**src/bcc_pkg.sv**
```systemverilog
// ----------------------------------------------------------------------------
// bcc_pkg
// Shared types and constants for the column centroid binning block.
// ----------------------------------------------------------------------------
package bcc_pkg;

  localparam int unsigned RadiusBits   = 6;
  localparam int unsigned FracBits     = 4;
  localparam int unsigned StartQBits   = 14;
  localparam int unsigned MeanXYBits   = 16;
  localparam int unsigned MeanRBits    = 10;
  localparam int unsigned IntervalBits = 15;
  localparam logic [StartQBits-1:0] StartQReset = 14'd44;

  // Status of the shared divider as seen by the sequencer.
  typedef struct packed {
    logic busy;
    logic done;
  } div_stat_t;

endpackage

```
**src/bcc_div.sv**
```systemverilog
// ----------------------------------------------------------------------------
// bcc_div
// Restoring unsigned divider, one quotient bit per cycle.
// ----------------------------------------------------------------------------
module bcc_div #(
  parameter int unsigned Width = 32
) (
  input  logic                clk_i,
  input  logic                rst_ni,
  input  logic                start_i,
  input  logic [Width-1:0]    dividend_i,
  input  logic [Width-1:0]    divisor_i,
  output bcc_pkg::div_stat_t  stat_o,
  output logic [Width-1:0]    quot_o,
  output logic [Width-1:0]    rem_o
);

  localparam int unsigned CntW = $clog2(Width + 1);

  logic [Width-1:0] rem_q;
  logic [Width-1:0] quo_q;
  logic [Width-1:0] dvs_q;
  logic [CntW-1:0]  cnt_q;
  logic             done_q;
  logic [Width:0]   trial;

  assign trial = {rem_q, quo_q[Width-1]};

  always_ff @(posedge clk_i or negedge rst_ni) begin
    if (!rst_ni) begin
      rem_q  <= '0;
      quo_q  <= '0;
      dvs_q  <= '0;
      cnt_q  <= '0;
      done_q <= 1'b0;
    end else begin
      done_q <= !start_i && (cnt_q == CntW'(1));
      if (start_i) begin
        rem_q <= '0;
        quo_q <= dividend_i;
        dvs_q <= divisor_i;
        cnt_q <= CntW'(Width);
      end else if (cnt_q != '0) begin
        if (trial >= {1'b0, dvs_q}) begin
          rem_q <= Width'(trial - {1'b0, dvs_q});
          quo_q <= {quo_q[Width-2:0], 1'b1};
        end else begin
          rem_q <= trial[Width-1:0];
          quo_q <= {quo_q[Width-2:0], 1'b0};
        end
        cnt_q <= cnt_q - 1'b1;
      end
    end
  end

  assign stat_o.busy = (cnt_q != '0);
  assign stat_o.done = done_q;
  assign quot_o      = quo_q;
  assign rem_o       = rem_q;

endmodule

```
**config.mk**
```make
export PLATFORM = sky130hd
export DESIGN_NAME = bcc_div
export DESIGN_NICKNAME = d
export VERILOG_FILES = /design/src/bcc_pkg.sv /design/src/bcc_div.sv
export SDC_FILE = /design/constraint.sdc
export NUM_CORES = 1
export LEC_CHECK = 0
export ABC_AREA = 1
export BUFFER_PORTS_ARGS = -buffer_cell sky130_fd_sc_hd__buf_4
export CAP_MARGIN = 20
export CORE_MARGIN = 2
export CORE_UTILIZATION = 50
export CTS_CLUSTER_DIAMETER = 50
export DETAILED_ROUTE_END_ITERATION = 8
export PLACE_DENSITY = 0.73
export SYNTH_ARGS = -nofsm -noshare
export SYNTH_HDL_FRONTEND = slang
export SYNTH_SLANG_ARGS = --single-unit
```
**constraint.sdc**
```tcl
create_clock -name clk_i -period 3.75 [get_ports clk_i]
set_input_delay 0.375 -clock clk_i [delete_from_list [all_inputs] [get_ports clk_i]]
set_output_delay 0.375 -clock clk_i [all_outputs]
set_load 0.02 [all_outputs]
```
* Word-level counts from Yosys, hierarchy flattened
Cells that the tools add are included.
** Storage, ports and cells
- Logic and storage cells :: 21
- Register bits after elaboration :: 103
** Cells by class
- Reduce and logical (&&, ||, !) cells :: 4
- $add $sub $neg :: 2
- Multiplexer cells :: 8
- $lt $le $gt $ge :: 1
- Equality and inequality tests :: 1
** Operators by type and width (count)
- 32-bit 2-to-1 mux :: 5
- 33-bit by 32-bit >= comparator with 1-bit output :: 1
- 32-bit subtractor :: 1
- 6-bit 2-to-1 mux :: 2
- 6-bit by 1-bit == test with 1-bit output, second input constant :: 1
- 6-bit nonzero test :: 1
- 6-bit by 1-bit subtractor with 6-bit output, second input constant :: 1
- 2-bit nonzero test :: 1
- 1-bit logical AND :: 1
- 1-bit zero test :: 1
- 1-bit 2-to-1 mux :: 1

* Longest topological paths before layout
- Depth in word-level cells :: 4
- Gate-level depth with buffers :: 16

* Worst setup path before layout
Ideal clock, no wire load.
- Path kind :: register to register
- Start point :: register rem_q[22] (netlist: rem_o[22])
- End point :: register rem_q[13] (netlist: rem_o[13])
- Arrival time :: 1.914 ns
- Library setup time :: 0.117 ns
- Period minus slack after synthesis :: 2.032 ns
- Stages on the path, launching flop included :: 13
- Path slack :: 1.718 ns
- Cell sequence :: dfrtp_1 -> ha_1 -> nand2_2 -> inv_2 -> nand2_1 -> nand2_2 -> a21oi_4 -> nor2_4 -> nor2_8 -> buf_2 -> nand3_1 -> nand3_1 -> nand2_1
** On the way
- Longest elaborated chain between the ends :: 4
** RTL lines
- start: declaration :: line bcc_div.sv:20 : logic [Width-1:0] rem_q;
- start signal: assignment :: line bcc_div.sv:45 : rem_q <= Width'(trial - {1'b0, dvs_q});
- start signal: assignment :: line bcc_div.sv:48 : rem_q <= trial[Width-1:0];
- 33-bit by 32-bit >= comparator with 1-bit output :: line bcc_div.sv:44 : if (trial >= {1'b0, dvs_q}) begin
- 32-bit 2-to-1 mux :: line bcc_div.sv:44
- 32-bit 2-to-1 mux :: line bcc_div.sv:43 : end else if (cnt_q != '0) begin
- 32-bit 2-to-1 mux :: line bcc_div.sv:38 : if (start_i) begin
Every way passes these cells. The select of a mux whose other input is x is not followed.
A chain may end at the register's enable or synchronous reset.

* Worst setup path after layout
- Start point :: register rem_q[5] (netlist: rem_o[5])
- End point :: register rem_q[28] (netlist: rem_o[28])
** On the way
- Longest elaborated chain between the ends :: 4
** RTL lines (line)
- 32-bit subtractor or 33-bit by 32-bit >= comparator with 1-bit output (tied branches) :: bcc_div.sv:45, bcc_div.sv:44
- 32-bit 2-to-1 mux (*) :: bcc_div.sv:44
- 32-bit 2-to-1 mux (*) :: bcc_div.sv:43
- 32-bit 2-to-1 mux (*) :: bcc_div.sv:38
Mark *: on every way between the ends. The rest lies on a longest branch, timed or not. The select of a mux whose other input is x is not followed.

==> key figures <==
Clock network
  – Sink Count: a little over 100
  – Inserted Clock Buffers: 9
  – Gates resized, CTS repair: 0
  – CTS tree: yes
  – Maximum clock path buffer count: 2
  – H-tree Lvls: 3
  – Post-CTS Hold Fix Bufs: 0
  – Post-CTS Repair Setup Buffers: 0
  – Clk_lat worst skew: 0.37 ns
  – CTS root buf: clkbuf_16
  – Worst-path clk slew: approximately 0.08 ns

Critical path
  – Worst setup EP type: flip-flop
  – Worst Path Arrival: ~2.8 ns
  – Worst EP required: about 4 ns
  – Crit Path Max Fanout: 33
  – CP Class: flip-flop to flip-flop
  – Setup crit start kind: flip-flop

Synth
  – Syn avg cell area: just under 7 µm²
  – Sequential area share after synthesis: 36.1%
  – Leading post-synthesis cells by cell area: dfrtp_1 36%, nand2_1 21%, inv_1 8.7%, ha_1 6.0%, nand3_1 5.5%
  – Synth top cells by count: 406 x nand2_1, 166 x inv_1, 103 x dfrtp_1
  – Yosys cell types: 38
  – Post-synth EDFFs: 0
  – Syn Nets: ~1200
  – Synth async-reset ratio: 100%
  – Most common cell in the netlist: nand2_1
  – Yosys reg bits: 103
  – Synth warn: 0
  – Yosys top cell area share: between 30% and 40%
  – Yosys top cell by area: dfrtp_1
  – Primary FF master, synth: dfrtp_1
  – Synth Cell Area: between 7000 and 8000 µm²
  – Synth Instances: 1052

Cells and area
  – Non-filler instance count after layout: between 1000 and 1500
  – Area growth syn-to-layout: 20.1%
  – Fill count: approximately 1400
  – Final instance area: 8570 µm²
  – Ant diodes: 0
  – # nets final: around 1300
  – Fraction of layout cells with a size suffix above 1: between 10% and 20%
  – Final Core Density: between 60% and 70%

Placed design
  – Final GP Congestion: a little over 1
  – Placed cell areas: a little over 8000 µm²
  – Dpl cells: 1336
  – DP HPWL: roughly 14000 µm
  – I/O Buffers: 132

GRT
  – GR Overflow Total: 0
  – GRT Overall Usage: between 20% and 30%
  – Antenna violations before repair: 0
  – Vias in the first global route: roughly 6700
  – Largest net degree at the start of global routing: 100
  – First-pass GRT wire length: between 30000 and 40000 µm

Detailed routing
  – Via count: ~6800
  – DR vias/cell: ~5.1
  – Initial DRC Count: ~360
  – DRC: 0
  – Routed length per placed instance: around 14 µm
  – Post-DRT Antenna Nets: 0
  – WL final: 19000 µm
  – 1st-pass router iterations: 5

STA
  – Skew final: between 0.01 and 0.015 ns
  – Final setup viols: 0
  – Period utilization: between 60% and 70%
  – Unrepaired setup endpoints after global routing: false
  – Final Hold Fails: 2
  – Pins Over Slew Limit: 0
  – WHS: -0.00518 ns
  – Setup TNS: 0 ns
  – Fin crit period: around 2.5 ns
  – Max Fclk: a little under 0.4 GHz
  – Slew @ Worst Pin: 0.918 ns
  – Relative slew slack: between 30% and 40%

Run
  – Max Cap Viol: 0

Run status
  – Outcome: finished, violations left
  – Failing checks: hold timing

Floorplan
  – Num rows: between 40 and 50
  – CORE AREA: between 10000 and 15000 µm²
  – Initial cell density of the core: between 50% and 60%
  – Chip height: 123 µm
  – Die W: around 120 µm
  – Die Area: 15200 µm²
  – Ports: 133

Power
  – Power Dens Cells: ~710 nW/µm²
  – Maximum vdd drop: around 0.4 mV
  – P_leak: approximately 0.0049 µW

Hold path
  – Hold/Removal Path Class: input pin to async pin
## worst max-delay path, stage by stage, from the launching register on
cell and delay, ns:
dfrtp_1 0.40, ha_1 0.36, nand2_1 0.10, nand2_1 0.08, nand2_1 0.07, nand2_1 0.09
inv_2 0.07, nand3_2 0.13, nand2_2 0.11, nand2_2 0.08, nand2_4 0.31, nand2_8 0.23
nand2_2 0.19, nand2_1 0.07, nand2_1 0.07, nand2_1 0.04
## stage by stage
step                      setup slack [ns]  power (µW)
after CTS                             1.21        6150
after global placement                1.29        5010
final                                 1.22        6120
after global routing                  1.00        6680
after detailed placement              1.25        5050
after floorplan                       1.72        4130
## final cells by class
| class | instances | area, µm² | share of cell area [%] |
|---|---|---|---|
| Tap cell | 180 | 225 | 2.63 |
| Timing Repair Buffer | 136 | 1030 | 12.1 |
| Clock buffer | 9 | 225 | 2.63 |
| Inverter | 172 | 646 | 7.54 |
| Multi-Input combinational cell | 745 | 3750 | 43.8 |
| Sequential cell | 103 | 2580 | 30.1 |
| Clock inverter | 7 | 109 | 1.27 |
## kinds of logic after synthesis
kind of cell / Yosys count / synth area share, %
simple gates: 588 / 35.2
flops: 103 / 36.1
xor+xnor: 17 / 2.09
fa+ha+maj: 35 / 6.24
buf+inv: 204 / 11.4
compound gates: 105 / 8.93
## final timing paths
check	from	end	slack [ns]	depth (start not counted)
max in group asynchronous	rst_ni	quot_o[31]$_DFFE_PN0P_	3.03	2
setup reg to reg	rem_o[5]$_DFFE_PN0P_	rem_o[28]$_DFFE_PN0P_	1.22	15
hold reg to reg	dvs_q[0]$_DFFE_PN0P_	dvs_q[0]$_DFFE_PN0P_	0.50	2
setup / recovery	rem_o[5]$_DFFE_PN0P_	rem_o[28]$_DFFE_PN0P_	1.22	15
min in group clk_i	divisor_i[10]	dvs_q[10]$_DFFE_PN0P_	0.21	3
hold / removal	rst_ni	dvs_q[12]$_DFFE_PN0P_	-0.005	1
## state kept, by name, indices dropped and copies added, names as in the netlist
name	count
done_q	1
rem_o	32
quot_o	32
cnt_q	6
dvs_q	32
## metal layers
layer  track usage (%)  up-vias  wire length [µm]
met3              5.21       30              1000
met2              43.7      168              8880
met1              34.6     3127              8700
li1                  -     3505                 -
met4              8.45        0               429
met5                 0        -                 0
## cells in the final DEF (no fill, tap or decap), drive strengths merged
cell / count
fa: 1
clkbuf: 9
nor4: 1
a21oi: 19
nand3: 79
ha: 34
nand3b: 13
nand2: 420
inv: 176
nor3: 3
o21bai: 2
and2: 4
dfrtp: 103
o21ai: 48
or2: 2
nor2: 57
xor2: 2
o22ai: 2
xnor2: 15
a22oi: 32
o21a: 1
nand4: 9
bufinv: 2
a21o: 1
buf: 136
clkinv: 1
## power by group
| part | total (µW) | leakage, µW | switching [µW] | internal (µW) |
|---|---|---|---|---|
| clock | 1060 | 0.000164 | 462 | 601 |
| sequential | 1590 | 0.00129 | 222 | 1370 |
| combinational | 3470 | 0.00342 | 2180 | 1280 |
(Power assumes the default switching activity.)
